File: config.mk
export PLATFORM = sky130hd
export DESIGN_NAME = hai_queue
export DESIGN_NICKNAME = d
export VERILOG_FILES = /design/src/design/hai_pkg.sv /design/src/design/hai_queue.sv
export VERILOG_INCLUDE_DIRS = /design/src /design/src/design
export SDC_FILE = /design/constraint.sdc
export NUM_CORES = 1
export LEC_CHECK = 0
export ABC_AREA = 1
export BUFFER_PORTS_ARGS = -buffer_cell sky130_fd_sc_hd__buf_2
export CAP_MARGIN = 30
export CELL_PAD_IN_SITES_DETAIL_PLACEMENT = 1
export CELL_PAD_IN_SITES_GLOBAL_PLACEMENT = 1
export CORE_MARGIN = 10
export CORE_UTILIZATION = 30
export CTS_BUF_LIST = sky130_fd_sc_hd__clkbuf_8 sky130_fd_sc_hd__clkbuf_16
export DETAILED_ROUTE_END_ITERATION = 8
export PLACE_DENSITY = 0.57
export SYNTH_ARGS = -nofsm -noshare
export SYNTH_HDL_FRONTEND = slang
export SYNTH_SLANG_ARGS = --single-unit
File: constraint.sdc
create_clock -name clk -period 5.8 [get_ports clk]
set_input_delay 0.29 -clock clk [delete_from_list [all_inputs] [get_ports clk]]
set_output_delay 0.29 -clock clk [all_outputs]
set_load 0.02 [all_outputs]
File: src/design/hang_agc_iq_assert.svh
// Assertion macros for the hang AGC block.
`ifndef HANG_AGC_IQ_ASSERT_SVH
`define HANG_AGC_IQ_ASSERT_SVH
`ifndef ASSERT_OFF
`define HAI_ASSERT(label, prop, msg) \
  label: assert property (@(posedge clk) disable iff (rst) prop) else $error(msg);
`define HAI_ASSERT_RST(label, prop, msg) \
  label: assert property (@(posedge clk) prop) else $error(msg);
`else
`define HAI_ASSERT(label, prop, msg)
`define HAI_ASSERT_RST(label, prop, msg)
`endif
`endif

File: src/design/hai_pkg.sv
// Shared types and constants for the hang AGC block.
package hai_pkg;
  localparam logic [31:0] GAIN_RESET = 32'd655360;
  localparam logic [14:0] HEADROOM_RESET = 15'd16384;
  localparam logic [16:0] RECOVERY_RESET = 17'd65540;
  localparam logic [15:0] HANG_RESET = 16'd52800;
  localparam logic [1:0] REG_HEADROOM = 2'd0;
  localparam logic [1:0] REG_RECOVERY = 2'd1;
  localparam logic [1:0] REG_HANG = 2'd2;
  localparam int QDEPTH = 2;

  // Front-to-back queue entry: sample and magnitude.
  typedef struct packed {
    logic signed [15:0] si;
    logic signed [15:0] sq;
    logic [15:0] mag;
  } hai_item_t;
endpackage

File: src/design/hai_queue.sv
// Short queue between the front end and the gain unit.
module hai_queue import hai_pkg::*; (
  input  logic clk,
  input  logic rst,
  input  logic wvalid,
  output logic wstall,
  input  hai_item_t wdata,
  output logic rvalid,
  input  logic rstall,
  output hai_item_t rdata
);
  hai_item_t mem [QDEPTH];
  logic [$clog2(QDEPTH)-1:0] wp, rp;
  logic [$clog2(QDEPTH):0] cnt;
  logic push, pop;

  assign wstall = (cnt == ($clog2(QDEPTH)+1)'(QDEPTH));
  assign rvalid = (cnt != '0);
  assign push = wvalid && !wstall;
  assign pop = rvalid && !rstall;
  assign rdata = mem[rp];

  always_ff @(posedge clk) begin
    if (push) mem[wp] <= wdata;
    if (rst) begin
      wp <= '0;
      rp <= '0;
      cnt <= '0;
    end else begin
      if (push) wp <= wp + 1'b1;
      if (pop) rp <= rp + 1'b1;
      cnt <= cnt + (($clog2(QDEPTH)+1)'(push)) - (($clog2(QDEPTH)+1)'(pop));
    end
  end

  `include "hang_agc_iq_assert.svh"
  `HAI_ASSERT(a_no_overflow, cnt <= ($clog2(QDEPTH)+1)'(QDEPTH), "queue count overflow")
  `HAI_ASSERT(a_pop_needs_data, pop |-> cnt != '0, "pop from empty queue")
  `HAI_ASSERT(a_cnt_track, (push && !pop) |=> cnt == $past(cnt) + 1'b1, "count slip")
endmodule

==> qor.csv <==
metric;value;unit
status;complete, no violations;
htreeDepth;3;
mostFrequentLayoutCell;buf_2;
die_x;132;µm
static-leakage-power;1.84;nW
fin_crit_sh;41.3;%
yosys_warnings;0;
post_cts_buffers;0;
initial_utilization;30.3;%
worstPathRequired;5.51;ns
total_power;2.09;mW
antenna_found_initial;1;
post_cts_resized;0;
cts_root_buffer;clkbuf_16;
tightest_slew;0.706;ns
hold-worst-slack;0.119;ns
multi_input_area;737;µm²
num_io_pins;102;
drv_cap;0;
vias;1980;
routed_wirelength;7800;µm
num_rows;41;
final-hold-violation-count;0;
dr.first_iter.drc_count;105;
p_per_area;438;nW/µm²
ys_seq_elements;101;
clk_latency;0.34;ns
cts.clk_slew.worst_paths;0.07;ns
worst-setup-path-type;register to output port;
seq_area_frac_synth;78.6;%
grt.total_usage;8.96;%
dp_cells;459;
rsz0062_at_grt;no;
dp_hpwl;5580;µm
cts.path.max_buffers;2;
endpoint_kind;output port;
route.detailed.drc;0;
wl_per_cell;16.4;µm
portBuffers;101;
gp_congestion;0.653;
period_needed;2.40;ns
yosysUniqueCellTypes;12;
area_growth;25.9;%
syn_area_per_cell;20.2;µm²
vias_per_cell;4.16;
synth_area;3790;µm²
fin_nets;352;
fin_setup_tns;0;ns
clkSinkCount;101;
synthCells;188;
slew_viol_final;0;
coreArea;12500;µm²
drive_gt1_share;54.8;%
setup_viol;0;
final_util;38.2;%
grt_pass1_vias;2317;
regArea;2980;µm²
fmax;0.417;GHz
relSlewSlack;52.8;%
min_path_type;input pin to register;
cts_tree;built;
die_y;132;µm
grt_pass1_wl;12300;µm
start_kind;register;
overflow;0;
fin_worst_skew;0.00523;ns
fillers;1333;
final_cell_mix;buf_2, edfxtp_1, mux2_2;
fp.dieArea;17500;µm²
first_pass_iters;4;
arrival;2.11;ns
cts-buffers-inserted;9;
ant_nets;0;
vdd_ir_drop_max;0.000142;V
cts_hold_buf;0;
worstPathMaxFanout;31;
grt_max_degree;32;
stdcell_count;476;
syn_nets;242;
==> synthesized netlist by cell type <==
cell       n  share of area, %
nand3_1    3              0.40
mux2_2    28               8.3
buf_6      3              0.89
a21oi_1    2              0.26
edfxtp_1  96                76
buf_2      2              0.26
dfxtp_1    5               2.6
ha_1       2              0.66
inv_1     10              0.99
nand2_1    8              0.79
nor2_1     9              0.89
mux2_4    20               7.9
==> per-stage QoR <==
step                worst slack (ns)  cell area [µm²]
floorplan                       2.77             3790
global placement                3.68             4490
detailed placement              3.69             4510
CTS                             3.31             4770
global route                    3.25             4770
finish                          3.40             4780
==> worst max-delay path, stage by stage, from the launching register on <==
cell and delay (ns):
dfxtp_2 0.65, buf_4 0.54, mux2_2 0.40, buf_2 0.16
==> worst paths after layout <==
path / start / to / slack, ns / cells past startpoint
worst max-delay path: register / rdata[13] / 3.40 / 3
worst min-delay path: rst / cnt[0] / 0.12 / 2
worst max register to register: cnt[0] / mem[0][37] / 3.77 / 5
worst min register to register: rp / rp / 0.52 / 2
==> layer usage <==
layer  up-vias  global-route usage, %  wire, µm
met1       975                   10.0      3350
met4         0                   4.40       135
met3        14                   3.56       499
met5         -                      0         0
met2        63                   14.6      3820
li1        928                      -         -
==> registers in the layout, summed over array words and instances, names as in the netlist, named ones only <==
| signal | cells |
|---|---|
| rp | 1 |
| wp | 1 |
| mem | 96 |
| cnt | 2 |
==> kinds of logic (layout without fill, tap and decap cells) <==
group	Yosys count	in the layout	share of synthesized area [%]
DFF	101	101	78.6
muxes	48	48	16.2
and+or+nand+nor	20	20	2.08
adders and majority gates	2	2	0.660
other	0	1	0
buffers and inverters	15	130	2.14
AOI/OAI and AO/OA	2	2	0.264
==> report_power, final <==
part	switching, mW	internal (mW)
combinational	0.347	0.242
clock	0.249	0.283
sequential	0.0432	0.926
==> final cells by class <==
class	count	share of cell area, %
Multi-Input combinational cell	72	15.4
Sequential cell	101	62.5
Clock inverter	7	0.707
Tap cell	172	4.51
Inverter	10	0.786
Antenna cell	1	0.0524
Clock buffer	9	4.72
Timing Repair Buffer	104	11.3
No activity file was read; power rests on OpenSTA's default activity.
