`src/design/hang_agc_iq_assert.svh`:
```
// Assertion macros for the hang AGC block.
`ifndef HANG_AGC_IQ_ASSERT_SVH
`define HANG_AGC_IQ_ASSERT_SVH
`ifndef ASSERT_OFF
`define HAI_ASSERT(label, prop, msg) \
  label: assert property (@(posedge clk) disable iff (rst) prop) else $error(msg);
`define HAI_ASSERT_RST(label, prop, msg) \
  label: assert property (@(posedge clk) prop) else $error(msg);
`else
`define HAI_ASSERT(label, prop, msg)
`define HAI_ASSERT_RST(label, prop, msg)
`endif
`endif

```
`src/design/hai_pkg.sv`:
```
// Shared types and constants for the hang AGC block.
package hai_pkg;
  localparam logic [31:0] GAIN_RESET = 32'd655360;
  localparam logic [14:0] HEADROOM_RESET = 15'd16384;
  localparam logic [16:0] RECOVERY_RESET = 17'd65540;
  localparam logic [15:0] HANG_RESET = 16'd52800;
  localparam logic [1:0] REG_HEADROOM = 2'd0;
  localparam logic [1:0] REG_RECOVERY = 2'd1;
  localparam logic [1:0] REG_HANG = 2'd2;
  localparam int QDEPTH = 2;

  // Front-to-back queue entry: sample and magnitude.
  typedef struct packed {
    logic signed [15:0] si;
    logic signed [15:0] sq;
    logic [15:0] mag;
  } hai_item_t;
endpackage

```
`src/design/hai_front.sv`:
```
// Front end: accept a sample and find its magnitude with a bit-serial square root.
module hai_front import hai_pkg::*; (
  input  logic clk,
  input  logic rst,
  input  logic in_valid,
  output logic in_stall,
  input  logic signed [15:0] in_i,
  input  logic signed [15:0] in_q,
  output logic q_valid,
  input  logic q_stall,
  output hai_item_t q_item
);
  typedef enum logic [2:0] {
    F_IDLE = 3'b001, F_SQRT = 3'b010, F_DONE = 3'b100
  } fstate_t;

  fstate_t state;
  logic signed [15:0] si, sq;
  logic [31:0] rem;
  logic [31:0] res;
  logic [4:0] step;
  logic [15:0] ai, aq;
  logic [32:0] trial;

  assign in_stall = (state != F_IDLE);
  assign ai = in_i[15] ? 16'(-in_i) : in_i;
  assign aq = in_q[15] ? 16'(-in_q) : in_q;
  assign trial = {1'b0, res} + (33'd1 << {step, 1'b0});

  always_ff @(posedge clk) begin
    if (rst) begin
      state <= F_IDLE;
    end else begin
      case (state)
        F_IDLE: begin
          if (in_valid) begin
            si <= in_i;
            sq <= in_q;
            rem <= (32'(ai) * 32'(ai)) + (32'(aq) * 32'(aq));
            res <= '0;
            step <= 5'd15;
            state <= F_SQRT;
          end
        end
        F_SQRT: begin
          // one result bit a cycle, bit weight 4^step
          if ({1'b0, rem} >= trial) begin
            rem <= rem - trial[31:0];
            res <= (res >> 1) + (32'd1 << {step, 1'b0});
          end else begin
            res <= res >> 1;
          end
          if (step == 5'd0) state <= F_DONE;
          else step <= step - 5'd1;
        end
        F_DONE: begin
          if (!q_stall) state <= F_IDLE;
        end
        default: state <= F_IDLE;
      endcase
    end
  end

  assign q_valid = (state == F_DONE);
  assign q_item = '{si: si, sq: sq, mag: res[15:0]};
endmodule

```
`config.mk`:
```
export PLATFORM = sky130hd
export DESIGN_NAME = hai_front
export DESIGN_NICKNAME = d
export VERILOG_FILES = /design/src/design/hang_agc_iq_assert.svh /design/src/design/hai_pkg.sv /design/src/design/hai_front.sv
export SDC_FILE = /design/constraint.sdc
export NUM_CORES = 1
export LEC_CHECK = 0
export ABC_AREA = 1
export BUFFER_PORTS_ARGS = -buffer_cell sky130_fd_sc_hd__buf_2
export CORE_AREA = 5 5 229 231
export DETAILED_ROUTE_END_ITERATION = 8
export DIE_AREA = 0 0 234 236
export PLACE_DENSITY = 0.66
export SLEW_MARGIN = 5
export SYNTH_ARGS = -nofsm -noshare
export SYNTH_HDL_FRONTEND = slang
export SYNTH_SLANG_ARGS = --single-unit
```
`constraint.sdc`:
```
create_clock -name clk -period 18.7 [get_ports clk]
set_clock_uncertainty 0.1 [all_clocks]
set_input_delay 1.87 -clock clk [delete_from_list [all_inputs] [get_ports clk]]
set_output_delay 1.87 -clock clk [all_outputs]
set_load 0.02 [all_outputs]
```
==> qor.yml, run 1 <==
outcome: "finished clean"
layout-drive-gt1-share: 0.05888
crit_family: "adder cells"
hold_violations: 0
syn-instance-count: 3127
synth_xor_area_frac: 0.03077
rows: 82
gp_congestion: 1.005
first_global_vias: 21414
antennaDiodeCount: 0
clk_pin_slew_ps: 90
ant_nets: 0
rsz0062_at_grt: "no"
crit_slowest_cell: "xor2_1"
cp.arrival_ps: 10510
max_freq_ghz: 0.09551
postCtsSetupBuffers: 0
grt_pass1_wl_um: 115100
drc: 0
grt_usage: 0.2676
post_drt_via_cell_ratio: 5.323
yosysUniqueCellTypes: 62
holdCritPathClass: "reg2reg"
boundaryPins: 86
cts.sinks: 104
grt_max_degree: 48
cts_tree: "done"
fp.coreArea_sq_um: 49860
startpoint_type: "input pin"
rrSetupSlack_ps: 12480
cts_root_buf: "clkbuf_16"
holdBufCountCts: 0
antenna_found_initial: 0
grt-ovfl-total: 0
final_common_cell: "inv_1"
synth_mux_area_frac: 0
r2r_end: "rem[8]"
drt_iter0_markers: 1523
yosysTopAreaCell: "fa_1"
cp.buffers_inverters: 9
numPortBuffers: 85
yosys.area_share.simple: 0.1879
tightest_slew_ps: 1211
synth-seq-cells: 104
slew_violations: 0
synth-adder-area-share: 0.4437
synth_ff_type: "edfxtp_1"
final_cell_mix: "inv_1 (751), nand2_1 (537), fa_1 (384)"
slowest_delay_ps: 940
rr_worst_depth: 31
synth_compound_area_frac: 0.08143
path_common_cell: "fa_1"
synth_top_family_by_area: "adder cells"
cts_buffer_depth: 2
r2r-start: "step[0]"
nets: 3872
period_minus_slack_ps: 10470
fp.dieW_um: 234
netlist.area_leader.share: 0.3104
drv_cap: 0
cts_htree_levels: 3
cts_buffers: 9
firstDrtPassIters: 7
worstHoldPathCells: 4
area_delta_synth_final_pct: 5.512
timing.slew.headroom: 0.1901
synth_area_leaders: "fa_1 (31%), ha_1 (13%), edfxtp_1 (12%)"
clk_latency_ps: 410
endpoint_kind: "flip-flop"
ys_warn_count: 0
finalSetupTns_ps: 0
cts_resized: 0
start_util: 0.4967
yosysSeqAreaShare: 0.1249
syn_area_sq_um: 24770
finalSetupViolCount: 0
async_flop_share: 0
holdPathEnd: "state[2]"
cp.required_ps: 18740
worstHoldStart: "state[2]"
die_area_sq_um: 55220
synth_edf_count: 101
startpoint: "in_q[0]"
timing.final.crit_share: 0.5599
drt-total-wl_um: 73160
design_area_sq_um: 26130
wl_per_cell_um: 18.93
criticalPathCategory: "in2reg"
dp_hpwl_um: 62900
avgSynthCellArea_sq_um: 7.921
path_max_fanout: 18
die_h_um: 236
placed_cell_area_sq_um: 25830
via_count: 20575
## cells in the mapped netlist, types with 5 or more instances
cell type,count
a21o_1,15
a21oi_1,123
a21oi_2,7
a31o_2,5
a31oi_1,10
buf_2,12
buf_4,17
clkbuf_1,26
edfxtp_1,101
fa_1,384
ha_1,264
inv_1,751
inv_2,14
nand2_1,537
nand2_2,11
nand3_1,138
nand3_2,6
nand3b_1,6
nand4_1,28
nor2_1,317
nor3_1,25
o21ai_0,124
o21ai_1,9
o21ai_2,11
o21bai_1,19
or2_2,9
xnor2_1,38
xor2_1,49
## layer usage
| layer | vias to the layer above | track usage | share of wire |
|---|---|---|---|
| met3 | 118 | 0.03355 | 0.050 |
| li1 | 9715 | - | - |
| met1 | 10126 | 0.3300 | 0.39 |
| met4 | 0 | 0.1020 | 0.041 |
| met2 | 616 | 0.4761 | 0.52 |
| met5 | - | 0 | 0 |
## registers in the layout, indices dropped and copies added, names as in the netlist
signal  cells
rem        32
res        32
si         16
sq         16
state       3
step        5
## cells by family after synthesis
family | Yosys count
simple gates | 1104
buf+inv | 832
compound gates | 350
xor+xnor | 87
flops | 104
other cells | 2
fa+ha+maj | 648
## tightest hold or removal path, cell delays in order, from the launching register on
cell and delay [ps]:
dfxtp_1 350, nand2_1 70, nor2_1 40, nand2_1 70, a21oi_1 60
## area by class of cell
type / count / area (sq um)
clock buffer: 10 / 239.0
clock inverter: 6 / 62.56
fill: 4866 / 23730
inverter: 769 / 2887
multi-input combinational: 2213 / 18540
sequential: 104 / 3093
tap: 672 / 840.8
timing repair buffer: 91 / 470.5
## metrics by stage
stage / utilization / hold slack, ps / worst slack (ps) / std cells
floorplan: - / 491.8 / 9340 / 3149
global placement: 0.5180 / 520.0 / 8025 / 3849
detailed placement: 0.5180 / 522.9 / 7952 / 3849
CTS: 0.5241 / 541.1 / 8366 / 3865
global route: 0.5241 / 583.5 / 7882 / 3865
finish: 0.5241 / 536.9 / 8230 / 3865
## worst max path at each step
stage	cells past startpoint	slack, ps	endpoint
after global placement	31	8030	rem[25]
after floorplan	31	9340	rem[17]
final	31	8230	rem[25]
after CTS	31	8370	rem[25]
after detailed placement	31	7950	rem[25]
after global routing	31	7880	rem[25]
Power of run 1 is not shown: default switching activity piles up to over one toggle a cycle in this logic, so the estimate is an artifact.
==> run 2: changes to the inputs <==
- clock period: 18.7 -> 10.5 ns (I/O delays scaled with it)
==> run 2 against run 1 <==
Against the previous run:
- count of clock-buffer cells in the layout shrank 1
- worst setup slack lost 6900 ps
- final area grew 0.27%
- flip-flop and latch count is the same
- global-route usage shrank 0.78 points
- core utilization grew 0.14 points
- register-to-register slack lost 8200 ps
- sequential share of layout area is essentially flat
- critical path type unchanged
==> qor.yml, run 2 (same netlist as run 1, synthesis figures left out) <==
outcome: "finished clean"  # unchanged
top_regs: "rem (32), res (32)"  # unchanged
nets: 3879  # was 3872
layout-drive-gt1-share: 0.06094  # was 0.05888
clk_latency_ps: 410  # about the same
cp.required_ps: 10530  # was 18740 ps
via_count: 20425  # was 20575
cts_resized: 0  # unchanged
final_cell_mix: "inv_1 (751), nand2_1 (537), fa_1 (384)"  # unchanged
startpoint_type: "input pin"  # unchanged
grt_max_degree: 59  # was 48
area_delta_synth_final_pct: 5.800  # was 5.512%
finalSetupTns_ps: 0  # unchanged
drc: 0  # unchanged
wl_per_cell_um: 18.15  # was 18.93 um
antennaDiodeCount: 0  # unchanged
timing.slew.headroom: 0.2481  # was 0.1901
endpoint_kind: "flip-flop"  # unchanged
clk_pin_slew_ps: 90  # about the same
startpoint: "in_i[0]"  # was in_q[0]
post_drt_via_cell_ratio: 5.275  # was 5.323
slew_violations: 0  # unchanged
design_area_sq_um: 26200  # was 26130 sq um
cp.arrival_ps: 9250  # was 10510 ps
ant_nets: 0  # unchanged
cts_tree: "done"  # unchanged
drv_cap: 0  # unchanged
period_minus_slack_ps: 9216
cts_htree_levels: 3  # unchanged
holdBufCountCts: 0  # unchanged
drt_iter0_markers: 1700  # was 1523
slowest_delay_ps: 570  # was 940 ps
crit_slowest_cell: "xor2_1"  # unchanged
firstDrtPassIters: 5  # was 7
path_max_fanout: 14  # was 18
finalSetupViolCount: 0  # unchanged
tightest_slew_ps: 1125  # was 1211 ps
fp.dieW_um: 234  # unchanged
r2r-start: "step[0]"  # unchanged
cts_root_buf: "clkbuf_16"  # unchanged
gp_congestion: 1.019  # was 1.005
cts_buffers: 9  # unchanged
path_common_cell: "fa_1"  # unchanged
cts_buffer_depth: 2  # unchanged
die_h_um: 236  # unchanged
worstHoldStart: "step[0]"  # was state[2]
dp_hpwl_um: 60740  # was 62900 um
antenna_found_initial: 1  # was 0
postCtsSetupBuffers: 0  # unchanged
rows: 82  # unchanged
die_area_sq_um: 55220  # unchanged
fillers: 4915  # was 4866
hold_violations: 0  # unchanged
final_common_cell: "inv_1"  # unchanged
drt-total-wl_um: 70280  # was 73160 um
placed_cell_area_sq_um: 25880  # was 25830 sq um
numPortBuffers: 85  # unchanged
grt-ovfl-total: 0  # unchanged
rsz0062_at_grt: "no"  # unchanged
first_global_vias: 21523  # was 21414
cts.sinks: 104  # unchanged
timing.final.crit_share: 0.8777
start_util: 0.4967  # unchanged
max_freq_ghz: 0.1085
grt_usage: 0.2598  # was 0.2676
criticalPathCategory: "in2reg"  # unchanged
fp.coreArea_sq_um: 49860  # unchanged
grt_pass1_wl_um: 112900  # was 115100 um
boundaryPins: 86  # unchanged
holdCritPathClass: "reg2reg"  # unchanged
run 2: cell types whose count changed in the layout (fill, tap and decap cells not counted):
cell,previous run,this run
buf_4,6,13
clkbuf_8,1,0
clkinv_4,3,2
bufinv_16,0,1
inv_8,1,2
run 2: per-stage QoR:
stage               utilization  hold WS (ps)  setup slack (ps)  instances
floorplan                     -         491.8              1960       3149
global placement         0.5191         523.1             974.5       3856
detailed placement       0.5191         533.0             815.6       3856
CTS                      0.5255         551.7              1259       3872
global route             0.5255         577.3             698.8       3872
finish                   0.5255         550.8              1284       3872
run 2: path summary, 6_finish.rpt:
kind | to | slack [ps] | cells past startpoint
setup / recovery | rem[27] | 1280 | 31
hold / removal | step[0] | 550 | 1
setup reg to reg | rem[15] | 4250 | 31
hold reg to reg | step[0] | 550 | 1
run 2: area by class of cell:
| cell class | instances | area (sq um) | share of cell area |
|---|---|---|---|
| clock inverters | 7 | 95.09 | 0.003629 |
| multi-input cells | 2213 | 18540 | 0.7075 |
| well taps | 672 | 840.8 | 0.03209 |
| repair buffers | 98 | 523.0 | 0.01996 |
| clock buffers | 9 | 225.2 | 0.008595 |
| inverters | 769 | 2887 | 0.1102 |
| flip-flops and latches | 104 | 3093 | 0.1180 |
run 2: layer usage:
metal	vias to the layer above	track usage	wire length, um
met5	-	0	13
met4	2	0.09361	2718
met3	124	0.03067	3333
met2	550	0.4444	34780
met1	10029	0.3397	29430
li1	9720	-	-
run 2: worst max-delay path, delay by kind of cell:
kind            cells  cell delay (ps)
fa+ha+maj          10             4690
compound gates      5             1190
simple gates        8              900
buf+inv             7              810
xor+xnor            1              570
Power of run 2 is left out for the same reason.
