### src/design/hang_agc_iq_assert.svh
// Assertion macros for the hang AGC block.
`ifndef HANG_AGC_IQ_ASSERT_SVH
`define HANG_AGC_IQ_ASSERT_SVH
`ifndef ASSERT_OFF
`define HAI_ASSERT(label, prop, msg) \
  label: assert property (@(posedge clk) disable iff (rst) prop) else $error(msg);
`define HAI_ASSERT_RST(label, prop, msg) \
  label: assert property (@(posedge clk) prop) else $error(msg);
`else
`define HAI_ASSERT(label, prop, msg)
`define HAI_ASSERT_RST(label, prop, msg)
`endif
`endif

### src/design/hai_pkg.sv
// Shared types and constants for the hang AGC block.
package hai_pkg;
  localparam logic [31:0] GAIN_RESET = 32'd655360;
  localparam logic [14:0] HEADROOM_RESET = 15'd16384;
  localparam logic [16:0] RECOVERY_RESET = 17'd65540;
  localparam logic [15:0] HANG_RESET = 16'd52800;
  localparam logic [1:0] REG_HEADROOM = 2'd0;
  localparam logic [1:0] REG_RECOVERY = 2'd1;
  localparam logic [1:0] REG_HANG = 2'd2;
  localparam int QDEPTH = 2;

  // Front-to-back queue entry: sample and magnitude.
  typedef struct packed {
    logic signed [15:0] si;
    logic signed [15:0] sq;
    logic [15:0] mag;
  } hai_item_t;
endpackage

### src/design/hai_back.sv
// Back end: gain update (compare, divide or recover), scaling and output register.
module hai_back import hai_pkg::*; (
  input  logic clk,
  input  logic rst,
  input  logic cfg_we,
  input  logic [1:0] cfg_idx,
  input  logic [16:0] cfg_data,
  input  logic q_valid,
  output logic q_stall,
  input  hai_item_t q_item,
  output logic out_valid,
  input  logic out_stall,
  output logic signed [15:0] out_i,
  output logic signed [15:0] out_q,
  output logic [31:0] gain_now,
  output logic overload
);
  typedef enum logic [6:0] {
    B_IDLE = 7'b0000001, B_TEST = 7'b0000010, B_DIV = 7'b0000100,
    B_REC = 7'b0001000, B_SCI = 7'b0010000, B_SCQ = 7'b0100000,
    B_OUT = 7'b1000000
  } bstate_t;

  bstate_t state;
  logic [14:0] headroom;
  logic [16:0] recovery;
  logic [15:0] hang_samples;
  logic [31:0] gain;
  logic [15:0] hang_count;
  hai_item_t item;
  logic ovl;
  logic ovl_hit;
  logic [47:0] prod;
  logic [31:0] quo;
  logic [16:0] drem;
  logic [30:0] dnum;
  logic [4:0] dcnt;
  logic [16:0] dtry;
  logic [48:0] rprod;
  logic [15:0] sa;
  logic [47:0] sprod;
  logic [32:0] mq;
  logic [15:0] sat_val;
  logic sneg;

  assign q_stall = (state != B_IDLE);
  assign ovl_hit = (prod > {17'd0, headroom, 16'd0});

  // long division headroom*2^16 / mag, one bit a cycle (31 bits of numerator)
  assign dtry = {drem[15:0], dnum[30]};

  assign sneg = (state == B_SCI) ? item.si[15] : item.sq[15];
  always_comb begin
    if (state == B_SCI) sa = item.si[15] ? 16'(-item.si) : item.si;
    else sa = item.sq[15] ? 16'(-item.sq) : item.sq;
  end
  assign sprod = 48'(sa) * 48'(gain);
  assign mq = 33'((sprod + 48'd32768) >> 16);
  always_comb begin
    if (sneg) sat_val = (mq > 33'd32768) ? 16'h8000 : 16'(-mq[15:0]);
    else sat_val = (mq > 33'd32767) ? 16'h7FFF : mq[15:0];
  end

  always_ff @(posedge clk) begin
    if (rst) begin
      state <= B_IDLE;
      headroom <= HEADROOM_RESET;
      recovery <= RECOVERY_RESET;
      hang_samples <= HANG_RESET;
      gain <= GAIN_RESET;
      hang_count <= '0;
    end else begin
      if (cfg_we) begin
        case (cfg_idx)
          REG_HEADROOM: headroom <= cfg_data[14:0];
          REG_RECOVERY: recovery <= cfg_data;
          REG_HANG: hang_samples <= cfg_data[15:0];
          default: ;
        endcase
      end
      case (state)
        B_IDLE: begin
          if (q_valid) begin
            item <= q_item;
            prod <= 48'(q_item.mag) * 48'(gain);
            state <= B_TEST;
          end
        end
        B_TEST: begin
          ovl <= ovl_hit;
          if (ovl_hit) begin
            hang_count <= hang_samples;
            dnum <= {headroom, 16'd0};
            drem <= '0;
            quo <= '0;
            dcnt <= 5'd30;
            state <= B_DIV;
          end else if (hang_count != '0) begin
            hang_count <= hang_count - 16'd1;
            state <= B_SCI;
          end else begin
            rprod <= 49'(gain) * 49'(recovery);
            state <= B_REC;
          end
        end
        B_DIV: begin
          if (dtry >= {1'b0, item.mag}) begin
            drem <= dtry - {1'b0, item.mag};
            quo <= {quo[30:0], 1'b1};
          end else begin
            drem <= dtry;
            quo <= {quo[30:0], 1'b0};
          end
          dnum <= {dnum[29:0], 1'b0};
          if (dcnt == 5'd0) state <= B_REC;
          else dcnt <= dcnt - 5'd1;
        end
        B_REC: begin
          if (ovl) gain <= quo;
          else if (((rprod + 49'd32768) >> 16) > 49'hFFFFFFFF) gain <= 32'hFFFFFFFF;
          else gain <= 32'((rprod + 49'd32768) >> 16);
          state <= B_SCI;
        end
        B_SCI: begin
          out_i <= sat_val;
          state <= B_SCQ;
        end
        B_SCQ: begin
          out_q <= sat_val;
          gain_now <= gain;
          overload <= ovl;
          state <= B_OUT;
        end
        B_OUT: begin
          if (!out_stall) state <= B_IDLE;
        end
        default: state <= B_IDLE;
      endcase
    end
  end

  assign out_valid = (state == B_OUT);

  `include "hang_agc_iq_assert.svh"
  `HAI_ASSERT(a_ovl_reload, (state == B_TEST && ovl_hit) |=> hang_count == hang_samples, "hang not reloaded")
  `HAI_ASSERT(a_out_gain, out_valid |-> gain_now == gain, "output gain differs from kept gain")
  `HAI_ASSERT(a_out_hold, (out_valid && out_stall) |=> out_valid, "result dropped while stalled")
  `HAI_ASSERT_RST(a_reset_idle, rst |=> state == B_IDLE, "not idle after reset")
endmodule
### config.mk
export PLATFORM = sky130hd
export DESIGN_NAME = hai_back
export DESIGN_NICKNAME = d
export VERILOG_FILES = /design/src/design/hai_pkg.sv /design/src/design/hai_back.sv
export VERILOG_INCLUDE_DIRS = /design/src /design/src/design
export SDC_FILE = /design/constraint.sdc
export NUM_CORES = 2
export LEC_CHECK = 0
export BUFFER_PORTS_ARGS = -buffer_cell sky130_fd_sc_hd__buf_2
export CAP_MARGIN = 20
export CORE_MARGIN = 2
export CORE_UTILIZATION = 40
export DETAILED_ROUTE_END_ITERATION = 8
export PLACE_DENSITY = 0.56
export SLEW_MARGIN = 20
export SYNTH_ARGS = -nofsm -noshare
export SYNTH_HDL_FRONTEND = slang
export SYNTH_SLANG_ARGS = --single-unit
export TNS_END_PERCENT = 20
### constraint.sdc
create_clock -name clk -period 10.1 [get_ports clk]
set_input_delay 1.01 -clock clk [delete_from_list [all_inputs] [get_ports clk]]
set_output_delay 1.01 -clock clk [all_outputs]
set_load 0.01 [all_outputs]
==> impl_metrics.env <==
export IMPL_vias=47670
export IMPL_critPathMaxStageDelay_ns=0.57
export IMPL_cp_max_fo=25
export IMPL_cts_buffers=48
export IMPL_vdd_ir_drop_max_mv=0.1189
export IMPL_post_drt_via_cell_ratio=5.149
export IMPL_die_y_microns=406.0
export IMPL_grt_remaining_overflow=0
export IMPL_yosys_cell_types_count=87
export IMPL_worstSetupPathType="reg2reg"
export IMPL_worst_r2r_setup_slack_ns=0.59
export IMPL_layout_common_cells="inv_1 (1,505), nand2_1 (1,289), fa_1 (1,283)"
export IMPL_synth_top_family_by_area="adder cells"
export IMPL_worstPathRequired_ns=10.59
export IMPL_p_leak_nw=31.58
export IMPL_synth_edf_count=264
export IMPL_setup_tns_ns=0
export IMPL_whs_endpoint="headroom[4]"
export IMPL_finalCriticalPeriod_ns=9.511
export IMPL_muxShareOfSynthArea=0.004955
export IMPL_clock_path_buffers=3
export IMPL_wl_per_cell_microns=19.17
export IMPL_drtPass1Iterations=5
export IMPL_antenna_found_initial=4
export IMPL_grt_max_degree=78
export IMPL_globalplace_congestion=0.8725
export IMPL_yosys_top_cells_area="fa_1 (40%), edfxtp_1 (12%), inv_1 (8.7%)"
export IMPL_hp_start="headroom[4]"
export IMPL_insertion_delay_ns=0.67
export IMPL_ios=139
export IMPL_routed_wirelength_microns=177500
export IMPL_rr_endpoint="out_i[7]"
export IMPL_synthAdderAreaFrac=0.4794
export IMPL_synth_top_area_cell="fa_1"
export IMPL_slowest_stage="or4b_1"
export IMPL_fmax_mhz=105.1
export IMPL_synth_xor_area_frac=0.02182
export IMPL_yosysTopAreaCellShare=0.3974
export IMPL_start_util=0.4026
export IMPL_worstRegToRegCells=34
export IMPL_cts_root_buf="clkbuf_16"
export IMPL_core_region_area_sq_mm=0.1606
export IMPL_crit_path_end_kind="flop"
export IMPL_hold_class="reg2reg"
export IMPL_grt_pass1_wl_microns=288200
export IMPL_final_util=0.4347
export IMPL_ys_ff_latch=367
export IMPL_finClkSkew_ns=0.05310
export IMPL_worst_path_most_repeated_cell="fa_1"
export IMPL_hold_buffers=0
export IMPL_final_period_utilization=0.9417
export IMPL_syn_inst=7113
export IMPL_cts_sinks=367
export IMPL_cp_data_arrival_time_ns=10.00
export IMPL_cts_htree_levels=2
export IMPL_cts_tree="built"
export IMPL_seq_area_frac_synth=0.1545
export IMPL_synth_area_sq_mm=0.06464
export IMPL_clk_pin_slew_worst_paths_ns=0.06
export IMPL_fp_row_count=147
export IMPL_cp_top_family="adder cells"
export IMPL_worstMarginPinSlew_ns=1.082
export IMPL_final_max_slew_viol_count=0
export IMPL_max_cap_violations=0
export IMPL_drt_iter0_drc=2876
export IMPL_outcome="finished clean"
export IMPL_timing_rr_start="item[16]"
export IMPL_final_layout_size_suffix_gt1_frac=0.06639
export IMPL_rsz0062_at_grt="no"
export IMPL_yosys_most_used_dff="edfxtp_1"
export IMPL_dieArea_sq_mm=0.1648
export IMPL_ant_nets=0
export IMPL_io_buffers=138
export IMPL_hold_depth=2
export IMPL_hold_violations=0
export IMPL_grt_usage=0.2237
export IMPL_setup_violations_final=0
export IMPL_start_kind="flop"
export IMPL_synth_compound_area_frac=0.06171
export IMPL_drc=0
export IMPL_power_density_mw_per_mm2=64.94
export IMPL_relSlewSlack=0.2788
export IMPL_final_common_cell="inv_1"
export IMPL_yosysWarnings=0
export IMPL_dieWidth_microns=406.0
export IMPL_grt_pass1_vias=51580
export IMPL_synth_fp_nets=8892
export IMPL_synthArstFlopShare=0
export IMPL_yosys_area_share_simple=0.1671
export IMPL_dpl_hpwl_microns=135200
export IMPL_area_growth_pct=7.981
export IMPL_synth_area_per_cell_sq_um=9.087
export IMPL_fillers=15770
export IMPL_nets=8833
export IMPL_path_buf_inv=6
sequential cells by signal (all words and copies together) (netlist names):
register      cells
out_i            16
quo              32
hang_count       16
out_q            16
headroom         15
dnum             15
drem             16
item             48
gain             32
gain_now         32
overload          1
hang_samples     16
ovl               1
prod             48
recovery         17
state             7
dcnt              5
rprod            34
cell type report:
cell class | count | area, sq um | share of cell area
multi-input combinational | 4847 | 47680 | 0.6831
sequential | 367 | 10040 | 0.1438
inverter | 1505 | 5649 | 0.08094
tap | 2160 | 2703 | 0.03872
timing repair buffer | 285 | 1963 | 0.02813
clock buffer | 66 | 1446 | 0.02072
clock inverter | 24 | 306.5 | 0.004392
antenna | 5 | 12.51 | 0.0001793
cell families (layout without fill, tap and decap cells):
| family | count (synthesis) | in the layout |
|---|---|---|
| AND/OR/NAND/NOR | 2322 | 2322 |
| other | 0 | 5 |
| XOR/XNOR | 161 | 161 |
| AO/OA/AOI/OAI | 626 | 626 |
| buffers and inverters | 1899 | 1880 |
| flip-flops | 367 | 367 |
| multiplexers | 31 | 31 |
| adder cells (fa/ha/maj) | 1707 | 1707 |
routing by layer:
layer  share of wire  global-route usage  routed length [microns]
met1            0.44              0.3050                    77820
met2            0.48              0.3777                    85730
met3           0.054             0.02822                     9583
met4           0.024             0.05583                     4348
met5               0                   0                        0
repair_timing:
action | CTS | global route
endpoints found under the hold margin | 0 | 0
endpoints found under the setup margin | 0 | 32
setup buffers | 0 | 1
resized for setup | 0 | 15
worst max path at each step:
stage	startpoint	end	cells past startpoint
after detailed placement	item[16]	out_q[12]	35
final	item[16]	out_i[7]	34
after floorplan	item[16]	out_i[5]	37
after CTS	item[16]	out_i[4]	35
after global placement	item[16]	out_i[10]	34
after global routing	item[16]	out_q[5]	37
power breakdown:
part | leakage, nW | switching (mW) | internal (mW) | total (mW)
clock network | 0.865 | 0.767 | 1.12 | 1.89
logic | 27.4 | 0.625 | 0.325 | 0.950
registers | 3.28 | 0.0396 | 1.65 | 1.69
synthesized netlist by cell type, types with 5 or more instances:
master,number
a221oi_1,36
a2111oi_0,8
ha_1,424
a211oi_1,29
mux2i_1,25
dfxtp_1,103
fa_1,1283
nor2b_1,53
nor3_1,49
nor2_1,212
o21ai_1,12
mux2_2,5
xnor2_1,104
edfxtp_1,264
clkbuf_1,387
nand2_1,1289
nor4_1,20
o31ai_1,13
o41ai_1,5
and3_1,29
nor3b_1,12
nand3_1,54
a31oi_1,18
nand2b_1,30
a211o_1,9
a21oi_1,214
o21bai_1,14
o21a_1,26
inv_1,1505
xor2_1,57
nand3b_1,15
o21ai_0,119
or3_1,11
a21boi_0,6
and2_1,467
a21o_1,52
o211ai_1,15
nand4_1,31
or2_2,9
and4_1,15
tightest hold or removal path: cells and delay by family, from the launching register on:
| kind | cells | cell delay, ns |
|---|---|---|
| flops | 1 | 0.31 |
| simple gates | 1 | 0.05 |
| compound gates | 1 | 0.05 |
metrics by stage:
step | power (mW) | worst slack (ns) | hold slack (ns) | cells | area (sq um)
after CTS | 4.587 | 0.2258 | 0.4585 | 9251 | 69690
after global placement | 2.656 | 0.3643 | 0.4438 | 9161 | 67930
after global routing | 4.761 | 0.008339 | 0.4676 | 9254 | 69780
after floorplan | 2.347 | 0.9115 | 0.4064 | 7113 | 64640
after detailed placement | 2.668 | 0.2448 | 0.4488 | 9161 | 67930
final | 4.533 | 0.5886 | 0.4555 | 9259 | 69800
No activity file was read; power rests on OpenSTA's default activity.
